==> config.mk <==
export PLATFORM = sky130hd
export DESIGN_NAME = calendar_date_info
export DESIGN_NICKNAME = d
export VERILOG_FILES = /design/src/hw/rtl/cdi_pkg.sv /design/src/hw/rtl/calendar_date_info.sv /design/src/hw/rtl/cdi_regs.sv /design/src/hw/rtl/cdi_year_div.sv /design/src/hw/rtl/cdi_calendar.sv /design/src/hw/rtl/cdi_weekday.sv
export SDC_FILE = /design/constraint.sdc
export NUM_CORES = 1
export LEC_CHECK = 0
export ABC_CLOCK_PERIOD_IN_PS = 6700
export BUFFER_PORTS_ARGS = -buffer_cell sky130_fd_sc_hd__buf_2
export CAP_MARGIN = 15
export CORE_MARGIN = 4
export CORE_UTILIZATION = 30
export DETAILED_ROUTE_END_ITERATION = 6
export PLACE_DENSITY = 0.43
export SLEW_MARGIN = 20
export SYNTH_ARGS = -nofsm -noshare
export SYNTH_HDL_FRONTEND = slang
export SYNTH_HIERARCHICAL = 1
export SYNTH_SLANG_ARGS = --single-unit
==> constraint.sdc <==
create_clock -name clk_i -period 6.7 [get_ports clk_i]
set_clock_uncertainty 0.05 [all_clocks]
set_input_delay 0.335 -clock clk_i [delete_from_list [all_inputs] [get_ports clk_i]]
set_output_delay 0.335 -clock clk_i [all_outputs]
set_load 0.005 [all_outputs]
==> src/hw/rtl/cdi_pkg.sv <==
// Types, constants and calendar tables for the calendar date info block
`timescale 1ns / 1ps

package cdi_pkg;

  // Register file
  localparam int unsigned ApbAw = 3;
  localparam int unsigned ApbDw = 32;
  localparam logic [0:0] REG_WEEKEND_MASK = 1'b0;
  localparam logic [6:0] WEEKEND_RESET = 7'h60;  // Friday and Saturday

  // Year limits and reciprocal for divide by 100 (y * 5243 >> 19)
  localparam logic [13:0] MAX_YEAR = 14'd9999;
  localparam logic [12:0] Q100_MUL = 13'd5243;
  localparam int unsigned Q100_SHIFT = 19;
  localparam logic [3:0] DECEMBER = 4'd12;
  localparam logic [3:0] FEBRUARY = 4'd2;

  // Stage 1 word: inputs plus the two quotients by 100
  typedef struct packed {
    logic [4:0]  day;
    logic [3:0]  month;
    logic [13:0] year;
    logic [13:0] yy;       // year, minus one for January and February
    logic [7:0]  q100_y;
    logic [7:0]  q100_yy;
  } s1_t;

  // Stage 2 word: calendar fields and the weekday congruence sum
  typedef struct packed {
    logic        date_valid;
    logic        leap_year;
    logic [4:0]  days_in_month;
    logic [4:0]  left_in_month;
    logic [8:0]  left_in_year;
    logic [4:0]  next_day;
    logic [3:0]  next_month;
    logic [13:0] next_year;
    logic [13:0] wsum;
  } s2_t;

  // Result word
  typedef struct packed {
    logic        date_valid;
    logic        leap_year;
    logic [4:0]  days_in_month;
    logic [2:0]  weekday;
    logic        weekend_flag;
    logic [2:0]  left_in_week;
    logic [4:0]  left_in_month;
    logic [8:0]  left_in_year;
    logic [4:0]  next_day;
    logic [3:0]  next_month;
    logic [13:0] next_year;
  } res_t;

  // Month length, zero for a month outside 1..12
  function automatic logic [4:0] month_days(input logic [3:0] m, input logic leap);
    logic [4:0] r;
    case (m)
      4'd1, 4'd3, 4'd5, 4'd7, 4'd8, 4'd10, 4'd12: r = 5'd31;
      4'd4, 4'd6, 4'd9, 4'd11: r = 5'd30;
      4'd2: r = leap ? 5'd29 : 5'd28;
      default: r = 5'd0;
    endcase
    return r;
  endfunction

  // Days in the common year before the first of month m
  function automatic logic [8:0] days_before(input logic [3:0] m);
    logic [8:0] r;
    case (m)
      4'd1:  r = 9'd0;
      4'd2:  r = 9'd31;
      4'd3:  r = 9'd59;
      4'd4:  r = 9'd90;
      4'd5:  r = 9'd120;
      4'd6:  r = 9'd151;
      4'd7:  r = 9'd181;
      4'd8:  r = 9'd212;
      4'd9:  r = 9'd243;
      4'd10: r = 9'd273;
      4'd11: r = 9'd304;
      4'd12: r = 9'd334;
      default: r = 9'd0;
    endcase
    return r;
  endfunction

  // floor(31 * mm / 12) with mm the March-based month number
  function automatic logic [4:0] dow_month_term(input logic [3:0] m);
    logic [4:0] r;
    case (m)
      4'd1:  r = 5'd28;
      4'd2:  r = 5'd31;
      4'd3:  r = 5'd2;
      4'd4:  r = 5'd5;
      4'd5:  r = 5'd7;
      4'd6:  r = 5'd10;
      4'd7:  r = 5'd12;
      4'd8:  r = 5'd15;
      4'd9:  r = 5'd18;
      4'd10: r = 5'd20;
      4'd11: r = 5'd23;
      4'd12: r = 5'd25;
      default: r = 5'd0;
    endcase
    return r;
  endfunction

endpackage

==> src/hw/rtl/calendar_date_info.sv <==
// Throughput: one date per cycle while out_stall_i is low, through three
// register stages (year divide, calendar fields, weekday); a stall only
// fills empty stages. Reset clears all stage valid bits and sets the
// weekend mask to Friday and Saturday; payload registers are not reset.
`timescale 1ns / 1ps

module calendar_date_info (
  input  logic                       clk_i,
  input  logic                       rst_ni,
  // config
  input  logic                       psel,
  input  logic                       penable,
  input  logic                       pwrite,
  input  logic [cdi_pkg::ApbAw-1:0]  paddr,
  input  logic [cdi_pkg::ApbDw-1:0]  pwdata,
  output logic [cdi_pkg::ApbDw-1:0]  prdata,
  output logic                       pready,
  // input channel
  input  logic                       in_valid_i,
  output logic                       in_stall_o,
  input  logic [4:0]                 day_i,
  input  logic [3:0]                 month_i,
  input  logic [13:0]                year_i,
  // output channel
  output logic                       out_valid_o,
  input  logic                       out_stall_i,
  output logic                       date_valid_o,
  output logic                       leap_year_o,
  output logic [4:0]                 days_in_month_o,
  output logic [2:0]                 weekday_o,
  output logic                       weekend_flag_o,
  output logic [2:0]                 left_in_week_o,
  output logic [4:0]                 left_in_month_o,
  output logic [8:0]                 left_in_year_o,
  output logic [4:0]                 next_day_o,
  output logic [3:0]                 next_month_o,
  output logic [13:0]                next_year_o
);

  logic          v1, v2, v3;
  logic          en1, en2, en3;
  logic [6:0]    weekend_mask;
  cdi_pkg::s1_t  s1;
  cdi_pkg::s2_t  s2;
  cdi_pkg::res_t res;

  // a stage loads when it is empty or the stage after it moves
  assign en3        = !v3 || !out_stall_i;
  assign en2        = !v2 || en3;
  assign en1        = !v1 || en2;
  assign in_stall_o = !en1;

  cdi_regs u_regs (
    .clk_i          (clk_i),
    .rst_ni         (rst_ni),
    .psel           (psel),
    .penable        (penable),
    .pwrite         (pwrite),
    .paddr          (paddr),
    .pwdata         (pwdata),
    .prdata         (prdata),
    .pready         (pready),
    .weekend_mask_o (weekend_mask)
  );

  cdi_year_div u_year_div (
    .clk_i   (clk_i),
    .rst_ni  (rst_ni),
    .en_i    (en1),
    .valid_i (in_valid_i),
    .day_i   (day_i),
    .month_i (month_i),
    .year_i  (year_i),
    .valid_o (v1),
    .data_o  (s1)
  );

  cdi_calendar u_calendar (
    .clk_i   (clk_i),
    .rst_ni  (rst_ni),
    .en_i    (en2),
    .valid_i (v1),
    .data_i  (s1),
    .valid_o (v2),
    .data_o  (s2)
  );

  cdi_weekday u_weekday (
    .clk_i          (clk_i),
    .rst_ni         (rst_ni),
    .en_i           (en3),
    .valid_i        (v2),
    .data_i         (s2),
    .weekend_mask_i (weekend_mask),
    .valid_o        (v3),
    .data_o         (res)
  );

  // result word
  assign out_valid_o     = v3;
  assign date_valid_o    = res.date_valid;
  assign leap_year_o     = res.leap_year;
  assign days_in_month_o = res.days_in_month;
  assign weekday_o       = res.weekday;
  assign weekend_flag_o  = res.weekend_flag;
  assign left_in_week_o  = res.left_in_week;
  assign left_in_month_o = res.left_in_month;
  assign left_in_year_o  = res.left_in_year;
  assign next_day_o      = res.next_day;
  assign next_month_o    = res.next_month;
  assign next_year_o     = res.next_year;

endmodule

==> src/hw/rtl/cdi_regs.sv <==
// APB register file holding the weekend mask
`timescale 1ns / 1ps

module cdi_regs (
  input  logic                       clk_i,
  input  logic                       rst_ni,
  input  logic                       psel,
  input  logic                       penable,
  input  logic                       pwrite,
  input  logic [cdi_pkg::ApbAw-1:0]  paddr,
  input  logic [cdi_pkg::ApbDw-1:0]  pwdata,
  output logic [cdi_pkg::ApbDw-1:0]  prdata,
  output logic                       pready,
  output logic [6:0]                 weekend_mask_o
);

  logic [6:0] mask_q, mask_d;
  logic       wr_en;
  logic [0:0] reg_idx;

  assign reg_idx = paddr[cdi_pkg::ApbAw-1:2];
  assign pready  = 1'b1;
  assign wr_en   = psel && penable && pwrite && pready &&
                   (reg_idx == cdi_pkg::REG_WEEKEND_MASK);

  // write decode
  always_comb begin
    mask_d = mask_q;
    if (wr_en) begin
      mask_d = pwdata[6:0];
    end
  end

  always_ff @(posedge clk_i or negedge rst_ni) begin
    if (!rst_ni) begin
      mask_q <= cdi_pkg::WEEKEND_RESET;
    end else begin
      mask_q <= mask_d;
    end
  end

  // read mux
  always_comb begin
    prdata = '0;
    if (reg_idx == cdi_pkg::REG_WEEKEND_MASK) begin
      prdata = {{(cdi_pkg::ApbDw-7){1'b0}}, mask_q};
    end
  end

  assign weekend_mask_o = mask_q;

endmodule

==> src/hw/rtl/cdi_year_div.sv <==
// Stage 1: register the date and divide the year by 100
`timescale 1ns / 1ps

module cdi_year_div (
  input  logic         clk_i,
  input  logic         rst_ni,
  input  logic         en_i,
  input  logic         valid_i,
  input  logic [4:0]   day_i,
  input  logic [3:0]   month_i,
  input  logic [13:0]  year_i,
  output logic         valid_o,
  output cdi_pkg::s1_t data_o
);

  logic         valid_q;
  cdi_pkg::s1_t data_q, data_d;
  logic         early;      // January or February count in the prior year
  logic [13:0]  yy;
  logic [26:0]  prod_y, prod_yy;

  // quotient by 100 through a reciprocal multiply
  always_comb begin
    early   = (month_i <= cdi_pkg::FEBRUARY);
    yy      = year_i - {13'd0, early};
    prod_y  = 27'(year_i) * 27'(cdi_pkg::Q100_MUL);
    prod_yy = 27'(yy) * 27'(cdi_pkg::Q100_MUL);
    data_d.day     = day_i;
    data_d.month   = month_i;
    data_d.year    = year_i;
    data_d.yy      = yy;
    data_d.q100_y  = prod_y[cdi_pkg::Q100_SHIFT +: 8];
    data_d.q100_yy = prod_yy[cdi_pkg::Q100_SHIFT +: 8];
  end

  always_ff @(posedge clk_i or negedge rst_ni) begin
    if (!rst_ni) begin
      valid_q <= 1'b0;
    end else if (en_i) begin
      valid_q <= valid_i;
    end
  end

  always_ff @(posedge clk_i) begin
    if (en_i && valid_i) begin
      data_q <= data_d;
    end
  end

  assign valid_o = valid_q;
  assign data_o  = data_q;

endmodule

==> src/hw/rtl/cdi_calendar.sv <==
// Stage 2: leap year, validity, day counts, next date and weekday sum
`timescale 1ns / 1ps

module cdi_calendar (
  input  logic         clk_i,
  input  logic         rst_ni,
  input  logic         en_i,
  input  logic         valid_i,
  input  cdi_pkg::s1_t data_i,
  output logic         valid_o,
  output cdi_pkg::s2_t data_o
);

  logic         valid_q;
  cdi_pkg::s2_t data_q, data_d;
  logic [14:0]  hund;
  logic         cent;        // year is a multiple of 100
  logic         leap;
  logic [4:0]   dim;
  logic         ok;
  logic [8:0]   doy;
  logic [8:0]   ylen;
  logic [13:0]  wsum;

  always_comb begin
    // leap year from y % 4, y % 100 and (y / 100) % 4
    hund = 15'(data_i.q100_y) * 15'd100;
    cent = ({1'b0, data_i.year} == hund);
    leap = ((data_i.year[1:0] == 2'd0) && !cent) ||
           (cent && (data_i.q100_y[1:0] == 2'd0));
    dim  = cdi_pkg::month_days(data_i.month, leap);
    ok   = (data_i.year != 14'd0) && (data_i.year <= cdi_pkg::MAX_YEAR) &&
           (dim != 5'd0) && (data_i.day != 5'd0) && (data_i.day <= dim);

    // day of year and days to the year end
    doy  = cdi_pkg::days_before(data_i.month) + 9'(data_i.day) +
           9'(leap && (data_i.month > cdi_pkg::FEBRUARY));
    ylen = leap ? 9'd366 : 9'd365;

    // Gregorian congruence, reduced mod 7 in the next stage
    wsum = 14'(data_i.day) + data_i.yy + {2'b00, data_i.yy[13:2]} +
           14'(data_i.q100_yy[7:2]) - 14'(data_i.q100_yy) +
           14'(cdi_pkg::dow_month_term(data_i.month));

    data_d = '0;
    if (ok) begin
      data_d.date_valid    = 1'b1;
      data_d.leap_year     = leap;
      data_d.days_in_month = dim;
      data_d.left_in_month = dim - data_i.day + 5'd1;
      data_d.left_in_year  = ylen - doy + 9'd1;
      data_d.wsum          = wsum;
      // following date
      if (data_i.day == dim) begin
        data_d.next_day = 5'd1;
        if (data_i.month == cdi_pkg::DECEMBER) begin
          data_d.next_month = 4'd1;
          data_d.next_year  = data_i.year + 14'd1;
        end else begin
          data_d.next_month = data_i.month + 4'd1;
          data_d.next_year  = data_i.year;
        end
      end else begin
        data_d.next_day   = data_i.day + 5'd1;
        data_d.next_month = data_i.month;
        data_d.next_year  = data_i.year;
      end
    end
  end

  always_ff @(posedge clk_i or negedge rst_ni) begin
    if (!rst_ni) begin
      valid_q <= 1'b0;
    end else if (en_i) begin
      valid_q <= valid_i;
    end
  end

  always_ff @(posedge clk_i) begin
    if (en_i && valid_i) begin
      data_q <= data_d;
    end
  end

  assign valid_o = valid_q;
  assign data_o  = data_q;

endmodule

==> src/hw/rtl/cdi_weekday.sv <==
// Stage 3: weekday by mod 7 fold, weekend flag, result register
`timescale 1ns / 1ps

module cdi_weekday (
  input  logic          clk_i,
  input  logic          rst_ni,
  input  logic          en_i,
  input  logic          valid_i,
  input  cdi_pkg::s2_t  data_i,
  input  logic [6:0]    weekend_mask_i,
  output logic          valid_o,
  output cdi_pkg::res_t data_o
);

  logic          valid_q;
  cdi_pkg::res_t data_q, data_d;
  logic [4:0]    fold1;
  logic [3:0]    fold2;
  logic [2:0]    wd;

  always_comb begin
    // 8 == 1 mod 7, so summing octal digits keeps the residue
    fold1 = 5'(data_i.wsum[2:0]) + 5'(data_i.wsum[5:3]) + 5'(data_i.wsum[8:6]) +
            5'(data_i.wsum[11:9]) + 5'(data_i.wsum[13:12]);
    fold2 = 4'(fold1[2:0]) + 4'(fold1[4:3]);
    wd    = (fold2 >= 4'd7) ? 3'(fold2 - 4'd7) : fold2[2:0];

    data_d.date_valid    = data_i.date_valid;
    data_d.leap_year     = data_i.leap_year;
    data_d.days_in_month = data_i.days_in_month;
    data_d.left_in_month = data_i.left_in_month;
    data_d.left_in_year  = data_i.left_in_year;
    data_d.next_day      = data_i.next_day;
    data_d.next_month    = data_i.next_month;
    data_d.next_year     = data_i.next_year;
    data_d.weekday       = 3'd0;
    data_d.weekend_flag  = 1'b0;
    data_d.left_in_week  = 3'd0;
    if (data_i.date_valid) begin
      data_d.weekday      = wd;
      data_d.weekend_flag = weekend_mask_i[wd];
      data_d.left_in_week = 3'd6 - wd;
    end
  end

  always_ff @(posedge clk_i or negedge rst_ni) begin
    if (!rst_ni) begin
      valid_q <= 1'b0;
    end else if (en_i) begin
      valid_q <= valid_i;
    end
  end

  always_ff @(posedge clk_i) begin
    if (en_i && valid_i) begin
      data_q <= data_d;
    end
  end

  assign valid_o = valid_q;
  assign data_o  = data_q;

endmodule

==> reports/metrics.cfg, run 1 <==
[yosys]
ys_seq_area_share_pct = 28.3
yosys.area_share.adder_pct = 40.6
synth-seq-cells = 169
synth_top_family_by_area = adder cells
muxShareOfSynthArea_pct = 1.13
synth_simple_gate_area_share_pct = 8.62
syn_area_um2 = 17800
synth.avg_cell_area_um2 = 10.9
postSynthCellCount = 1635
synth-xor-area-share_pct = 4.16
synth_edf_count = 159
synth_common_cells = 360 x inv_1, 310 x ha_1, 167 x fa_1
async_flop_share_pct = 5.92
ys_warn_count = 6
synth-main-ff-cell = edfxtp_1
yosysMostFrequentCell = inv_1
synth.largest_area_cell = edfxtp_1
ys_types = 94
synth_top_area_share_pct = 26.9
synth_area_leaders = edfxtp_1 27%, ha_1 22%, fa_1 19%, inv_1 7.6%, xnor2_1 2.9%
synth_compound_area_share_pct = 7.74

[timing]
finalHoldViolations = 0
max_freq_ghz = 0.156
finalCritPeriodShare_pct = 95.8
layout_setup_ws_ns = 0.282
slew_headroom_pct = 39.5
drv_slew = 0
setup_viol = 0
setup_tns_ns = 0
period_needed_ns = 6.42
worst_pin_slew_ns = 0.908

[final_layout]
antenna_cells = 0
final_nets = 2308
final_util_pct = 34.4
area_growth_pct = 12.4
drive_above_1_share_pct = 13.3

[worst_setup_path]
r2r_end = u_calendar/data_o[45]$_SDFFCE_PN0P_
arrival_ns = 6.65
cp-endpoint = u_year_div/data_o[4]$_DFFE_PP_
rrSetupSlack_ns = 0.83
critPathMaxFanout = 4
worstPathRequired_ns = 6.93
end_kind = flip-flop
reg2reg_from = u_year_div/data_o[10]$_DFFE_PP_
critPathLaunchType = input port
cp-startpoint = month_i[1]
ff2ff_path_depth = 21
path_class = input port to flip-flop

[placement]
hpwlAfterDp_mm = 33.3
gp_congestion = 0.815
preCtsSetupSlack_ns = 0.0529
portBuffers = 97

[global_route]
grt_pass1_wl_mm = 64.0
gr-usage-met2_pct = 21.3
antenna_found_initial = 2
grt_pass1_vias = 12000
grt-busiest-layer = met2
use_met1_pct = 17.5
grtUsageMet3_pct = 1.89
grt_max_degree = 57
overflow = 0
track_usage_pct = 12.8

[detailed_routing]
via_count = 11500
drc = 0
final_antenna_net_count = 0
wl_per_cell_um = 15.4
routed_wl_mm = 39.1
first_pass_iters = 5
first_iter_violations = 545
vias_per_cell = 4.53

[floorplanning]
start_util_pct = 30.6
die_h_um = 251
ios = 151
coreArea_um2 = 58100
row_count = 88
die_x_um = 251
die_area_um2 = 63200

[clock_tree]
htreeDepth = 4
cts-root-buf = clkbuf_16
clock-sinks = 169
clkLatencyLatePin_ns = 0.46
cts_tree = yes
clockBufferDepth = 2
cts_buffers = 17
clk_pin_slew_ns = 0.07

[run_status]
status = finished, final reports clean

[worst_hold_path]
min_from = day_i[2]
hold_class = input port to flip-flop

[job]
max-cap-violations = 0

==> worst max-delay path: stages <==
cell	delay, ns
dlygate4sd3_1	0.53
buf_2	0.13
a211oi_2	0.23
ha_2	0.24
ha_4	0.14
nand2_2	0.06
nand2_1	0.07
and3_4	0.21
and2_4	0.16
o21ai_1	0.10
xnor2_1	0.26
buf_4	0.19
ha_1	0.26
fa_1	0.56
fa_1	0.45
fa_1	0.50
inv_1	0.05
fa_1	0.52
inv_1	0.04
ha_1	0.32
nand3_2	0.14
nor4_4	0.29
a32oi_4	0.11
a21o_1	0.22
a2111o_1	0.43
o31ai_2	0.07
==> stage by stage <==
| step | cells | instance area (µm²) | hold slack (ns) |
|---|---|---|---|
| after detailed placement | 2503 | 19200 | 0.163 |
| after CTS | 2540 | 19800 | 0.000738 |
| after floorplan | 1659 | 17900 | -0.0106 |
| after global placement | 2503 | 19200 | 0.163 |
| final | 2544 | 20000 | 0.0469 |
| after global routing | 2544 | 20000 | 0.0160 |
==> flip-flops by register name, indices dropped and copies added, names as in the netlist <==
register,count
u_regs/weekend_mask_o,7
u_weekday/valid_o,1
u_calendar/data_o,56
u_weekday/data_o,50
u_year_div/data_o,53
u_year_div/valid_o,1
u_calendar/valid_o,1
==> layout by cell type (no fill, tap or decap), types with 6 or more instances in the layout <==
cell	count
inv_1	359
ha_1	305
fa_1	166
edfxtp_1	159
buf_2	97
nor2_1	74
xnor2_1	55
a21oi_1	48
nand2_1	45
o21ai_0	40
buf_4	32
nand3_1	29
conb_1	26
nand4_1	20
xor2_1	20
nor3_1	18
clkbuf_16	17
a21o_1	16
nor2b_1	14
mux2_2	12
and3_1	11
a211oi_1	10
and2_1	10
dfrtp_1	8
o211ai_1	7
nand2b_1	7
and2b_2	7
or3_1	6
nor4_1	6
==> cell type report <==
type / instances / area [µm²]
clock inverters: 13 / 110
clock buffers: 19 / 433
well taps: 765 / 957
flip-flops and latches: 169 / 5030
inverters: 361 / 1360
multi-input cells: 1083 / 11300
repair buffers: 134 / 776
fillers: 5926 / 38200
==> logic make-up (layout without fill, tap and decap cells) <==
logic type                 Yosys count  in the layout
xor gates and xnor gates            81             81
DFF                                169            169
other                                2             26
AOI/OAI and AO/OA                  197            197
buffers and inverters              407            527
muxes                               18             18
adders and majority gates          477            477
and+or+nand+nor                    284            284
==> per-layer routing <==
metal / wire length [µm] / share of wire, %
met1: 18800 / 48
met3: 1290 / 3.3
met2: 18400 / 47
met4: 526 / 1.3
met5: 7 / 0.018
==> how the worst min path moves through the flow <==
stage                                                end  cells past startpoint  slack (ns)
floorplan                 u_calendar/valid_o$_DFFE_PN0P_                      0       -0.01
global placement           u_weekday/valid_o$_DFFE_PN0P_                      1        0.16
detailed placement         u_weekday/valid_o$_DFFE_PN0P_                      1        0.16
CTS                 u_regs/weekend_mask_o[5]$_DFFE_PN1P_                      2      0.0007
global route             u_year_div/data_o[51]$_DFFE_PP_                      1        0.02
finish                   u_year_div/data_o[50]$_DFFE_PP_                      1        0.05
==> repair_timing <==
item / 4_1_cts / 5_1_grt
buffers inserted: 0 / 4
setup endpoints to repair: 0 / 8
hold buffers: 5 / 0
resized for setup: 0 / 28
hold endpoints to repair: 14 / 0
Power of run 1 is left out: the tool's default activity adds up to more than one toggle a clock period on the data nets, which glitch-free logic cannot reach.
==> run 2: changes to the inputs <==
ABC_CLOCK_PERIOD_IN_PS = 8100   (was 6700)
clock period = 8.1 ns   (was 6.7 ns; I/O delays follow)
==> reports/metrics.cfg, run 2 (synthesis gave the netlist of run 1 again) <==
[timing]
period_needed_ns = 6.61
finalCritPeriodShare_pct = 81.6
drv_slew = 0
finalHoldViolations = 0
whs_ns = 0.0638
setup_tns_ns = 0
max_freq_ghz = 0.151
rsz0062_at_grt = false
worst_pin_slew_ns = 0.869
slew_headroom_pct = 42.1
setup_viol = 0

[detailed_routing]
routed_wl_mm = 39.2
vias_per_cell = 4.49
via_count = 11300
final_antenna_net_count = 0
wl_per_cell_um = 15.5
first_iter_violations = 385
drc = 0
first_pass_iters = 6

[worst_setup_path]
crit_path_max_incr_delay_ns = 0.59
worstPathRequired_ns = 8.27
critPathSlowestCell = xnor2_1
path_cells = buf_2 > inv_1 > ha_1 > inv_1 > o211ai_1 > a21boi_0 > o21a_1 > nand2_1 > xnor2_1 > fa_1 > ha_1 > fa_1 > fa_1 > inv_1 > fa_1 > inv_1 > ha_1 > a21o_1 > a211o_1 > a311oi_2 > nor2_2 > o41ai_2 > xnor2_1
critPathMaxFanout = 7
path_class = input port to flip-flop
arrival_ns = 6.78
end_kind = flip-flop
critPathLaunchType = input port

[placement]
gp_congestion = 0.820
portBuffers = 97
hpwlAfterDp_mm = 33.2

[worst_hold_path]
hold_class = input port to flip-flop

[final_layout]
area_growth_pct = 11.2
antenna_cells = 0
fill_cells = 5947
ff_latch_area_um2 = 5030
final_nets = 2287
final_common_cell = inv_1
layout_common_cells = 360 x inv_1, 310 x ha_1, 167 x fa_1, 159 x edfxtp_1, 97 x buf_2
drive_above_1_share_pct = 11.5
largest_reg_flops = 56
multiInputGateArea_um2 = 11200

[clock_tree]
clk_pin_slew_ns = 0.07
cts_tree = yes
cts-root-buf = clkbuf_16
htreeDepth = 4
cts_buffers = 17
cts_setup_buffers = 0
clock-sinks = 169
clockBufferDepth = 2
clkLatencyLatePin_ns = 0.47

[global_route]
grt_pass1_vias = 12100
antenna_found_initial = 0
track_usage_pct = 13.0
overflow = 0
grt_pass1_wl_mm = 64.8
grt_max_degree = 57

[floorplanning]
die_h_um = 251
die_area_um2 = 63200
die_x_um = 251
coreArea_um2 = 58100
ios = 151
start_util_pct = 30.6
row_count = 88

[run_status]
status = finished, final reports clean

[job]
max-cap-violations = 0

-- run 2: per-stage QoR --
stage | worst slack [ns] | util (%) | cell area [µm²] | std cells
2_1_floorplan | 1.56 | - | 17900 | 1659
5_1_grt | 1.11 | 34.0 | 19800 | 2523
3_3_place_gp | 0.957 | 32.9 | 19100 | 2490
6_report | 1.49 | 34.0 | 19800 | 2523
3_5_place_dp | 0.933 | 32.9 | 19100 | 2490
4_1_cts | 1.46 | 34.0 | 19800 | 2523
-- run 2: final timing paths --
kind	end	startpoint	depth (start not counted)	slack, ns
max	u_year_div/data_o[7]$_DFFE_PP_	year_i[2]	23	1.49
min	u_year_div/data_o[50]$_DFFE_PP_	day_i[2]	1	0.06
max reg2reg	u_calendar/data_o[45]$_SDFFCE_PN0P_	u_year_div/data_o[10]$_DFFE_PP_	21	2.02
min reg2reg	u_weekday/data_o[34]$_DFFE_PP_	u_calendar/data_o[48]$_SDFFCE_PN0P_	0	0.37
max in group asynchronous	u_regs/weekend_mask_o[5]$_DFFE_PN1P_	rst_ni	2	7.48
min in group asynchronous	u_calendar/valid_o$_DFFE_PN0P_	rst_ni	2	0.26
-- run 2: layout make-up --
type	count	share of cell area [%]
Clock buffer	17	2.15
Clock inverter	15	1.11
Inverter	361	6.86
Multi-Input combinational cell	1083	56.5
Sequential cell	169	25.4
Tap cell	765	4.84
Timing Repair Buffer	113	3.08
-- run 2: repair_timing --
item | CTS | global route
endpoints found under the hold margin | 10 | 0
resized for setup | 0 | 0
hold buffers | 1 | 0
-- run 2: critical path: cells and delay by family --
kind                       cells  cell delay [ns]
xor gates and xnor gates       2             0.68
adders and majority gates      7             2.97
AOI/OAI and AO/OA              7             1.93
buffers and inverters          5             0.53
and+or+nand+nor                2             0.24
-- run 2: per-layer routing --
layer	vias up	global-route usage (%)	wire, µm
met1	5493	17.6	18900
met5	-	0	0
met2	147	21.4	18300
li1	5645	-	-
met4	0	4.12	721
met3	33	2.26	1310
Power of run 2 is left out for the same reason.
==> run 3: changes to the inputs <==
ABC_CLOCK_PERIOD_IN_PS = 6510   (was 8100)
clock period = 6.51 ns   (was 8.1 ns; I/O delays follow)
==> reports/metrics.cfg, run 3 (synthesis gave the netlist of run 1 again) <==
[placement]
gp_congestion = 0.824
hpwlAfterDp_mm = 33.3
portBuffers = 97

[timing]
finalCritPeriodShare_pct = 94.7
finalHoldViolations = 0
period_needed_ns = 6.17
rsz0062_at_grt = false
max_freq_ghz = 0.162
setup_viol = 0
worst_pin_slew_ns = 0.701
slew_headroom_pct = 53.3
drv_slew = 0
whs_ns = 0.0517

[worst_setup_path]
path_class = input port to flip-flop
end_kind = flip-flop
critPathMaxFanout = 6
ff2ff_path_depth = 21
worstPathRequired_ns = 6.65
r2r_end = u_calendar/data_o[45]$_SDFFCE_PN0P_
reg2reg_from = u_year_div/data_o[10]$_DFFE_PP_
rrSetupSlack_ns = 0.68
arrival_ns = 6.30
cp-startpoint = month_i[0]
critPathLaunchType = input port

[clock_tree]
cts_tree = yes
cts_resized = 0
clkLatencyLatePin_ns = 0.44
cts_hold_buf = 1
clockBufferDepth = 2
cts_setup_buffers = 0
cts-root-buf = clkbuf_16
clk_pin_slew_ns = 0.06
htreeDepth = 4
cts_buffers = 17
clock-sinks = 169

[detailed_routing]
vias_per_cell = 4.47
final_antenna_net_count = 0
wl_per_cell_um = 15.2
first_pass_iters = 5
routed_wl_mm = 38.8
via_count = 11400
drc = 0
first_iter_violations = 414

[global_route]
grt_pass1_vias = 12000
overflow = 0
track_usage_pct = 12.6
antenna_found_initial = 5
grt_pass1_wl_mm = 64.0
grt_max_degree = 57

[job]
max-cap-violations = 0

[final_layout]
drive_above_1_share_pct = 13.0
fill_cells = 5889
antenna_cells = 0
largest_reg_flops = 56
final_common_cell = inv_1
final_nets = 2320
area_growth_pct = 12.0
layout_common_cells = 360 x inv_1, 310 x ha_1, 167 x fa_1, 159 x edfxtp_1, 97 x buf_2

[floorplanning]
ios = 151
die_x_um = 251
coreArea_um2 = 58100
start_util_pct = 30.6
die_h_um = 251
row_count = 88
die_area_um2 = 63200

[worst_hold_path]
min_path_cells = 1
hold_class = input port to flip-flop
min_from = day_i[2]
holdPathEnd = u_year_div/data_o[50]$_DFFE_PP_

[run_status]
status = finished, final reports clean

==> run 3: cell count changes in the layout (fill, tap and decap cells not counted) <==
cell,before,now
clkinv_8,7,0
inv_6,2,3
clkinv_2,0,2
clkbuf_1,0,1
clkinvlp_4,0,3
clkinv_4,1,2
inv_12,1,0
buf_4,15,48
clkinv_1,1,2
inv_8,3,1
==> run 3: critical path: stages <==
cell and delay, ns:
buf_2 0.11, a211oi_1 0.26, ha_1 0.24, ha_1 0.18
nand2_1 0.09, nand2_1 0.11, and3_1 0.20, and2_1 0.17
o21ai_0 0.14, xnor2_1 0.28, fa_1 0.50, ha_1 0.32
fa_1 0.47, fa_1 0.57, inv_1 0.07, fa_1 0.56
inv_1 0.06, ha_1 0.33, a21o_1 0.19, a211o_1 0.32
a311oi_2 0.27, nor2_2 0.12, o41ai_2 0.36, xnor2_1 0.10
==> run 3: layer usage <==
metal	track usage (%)	wire length [µm]	share of wire [%]	vias up
li1	-	-	-	5707
met2	21.0	18300	47	144
met5	0	0	0	-
met3	1.35	1050	2.7	28
met1	17.8	18800	48	5540
met4	3.15	605	1.6	0
==> run 3: cell type report <==
type                    count  area [µm²]  share of cell area (%)
clock buffers              18         429                    2.15
clock inverters            13         121                   0.609
inverters                 361        1360                    6.80
multi-input cells        1083       11200                    56.1
flip-flops and latches    169        5030                    25.2
well taps                 765         957                    4.81
repair buffers            146         856                    4.30
==> run 3: stage by stage <==
| stage | cell area, µm² | setup slack, ns | util, % | setup TNS, ns | std cells |
|---|---|---|---|---|---|
| floorplan | 17900 | 0.0533 | - | 0 | 1659 |
| global placement | 19400 | -0.0690 | 33.3 | -0.0690 | 2523 |
| detailed placement | 19400 | -0.129 | 33.3 | -0.148 | 2523 |
| CTS | 19900 | 0.356 | 34.3 | 0 | 2555 |
| global route | 19900 | 0.00741 | 34.3 | 0 | 2555 |
| finish | 19900 | 0.345 | 34.3 | 0 | 2555 |
==> run 3: worst max path at each step <==
stage | slack, ns | endpoint | cells after the start
floorplan | 0.05 | u_year_div/data_o[7]$_DFFE_PP_ | 21
global placement | -0.07 | u_year_div/data_o[7]$_DFFE_PP_ | 24
detailed placement | -0.13 | u_year_div/data_o[7]$_DFFE_PP_ | 24
CTS | 0.36 | u_year_div/data_o[7]$_DFFE_PP_ | 24
global route | 0.007 | u_year_div/data_o[7]$_DFFE_PP_ | 22
finish | 0.34 | u_year_div/data_o[7]$_DFFE_PP_ | 24
Power of run 3 is left out for the same reason.
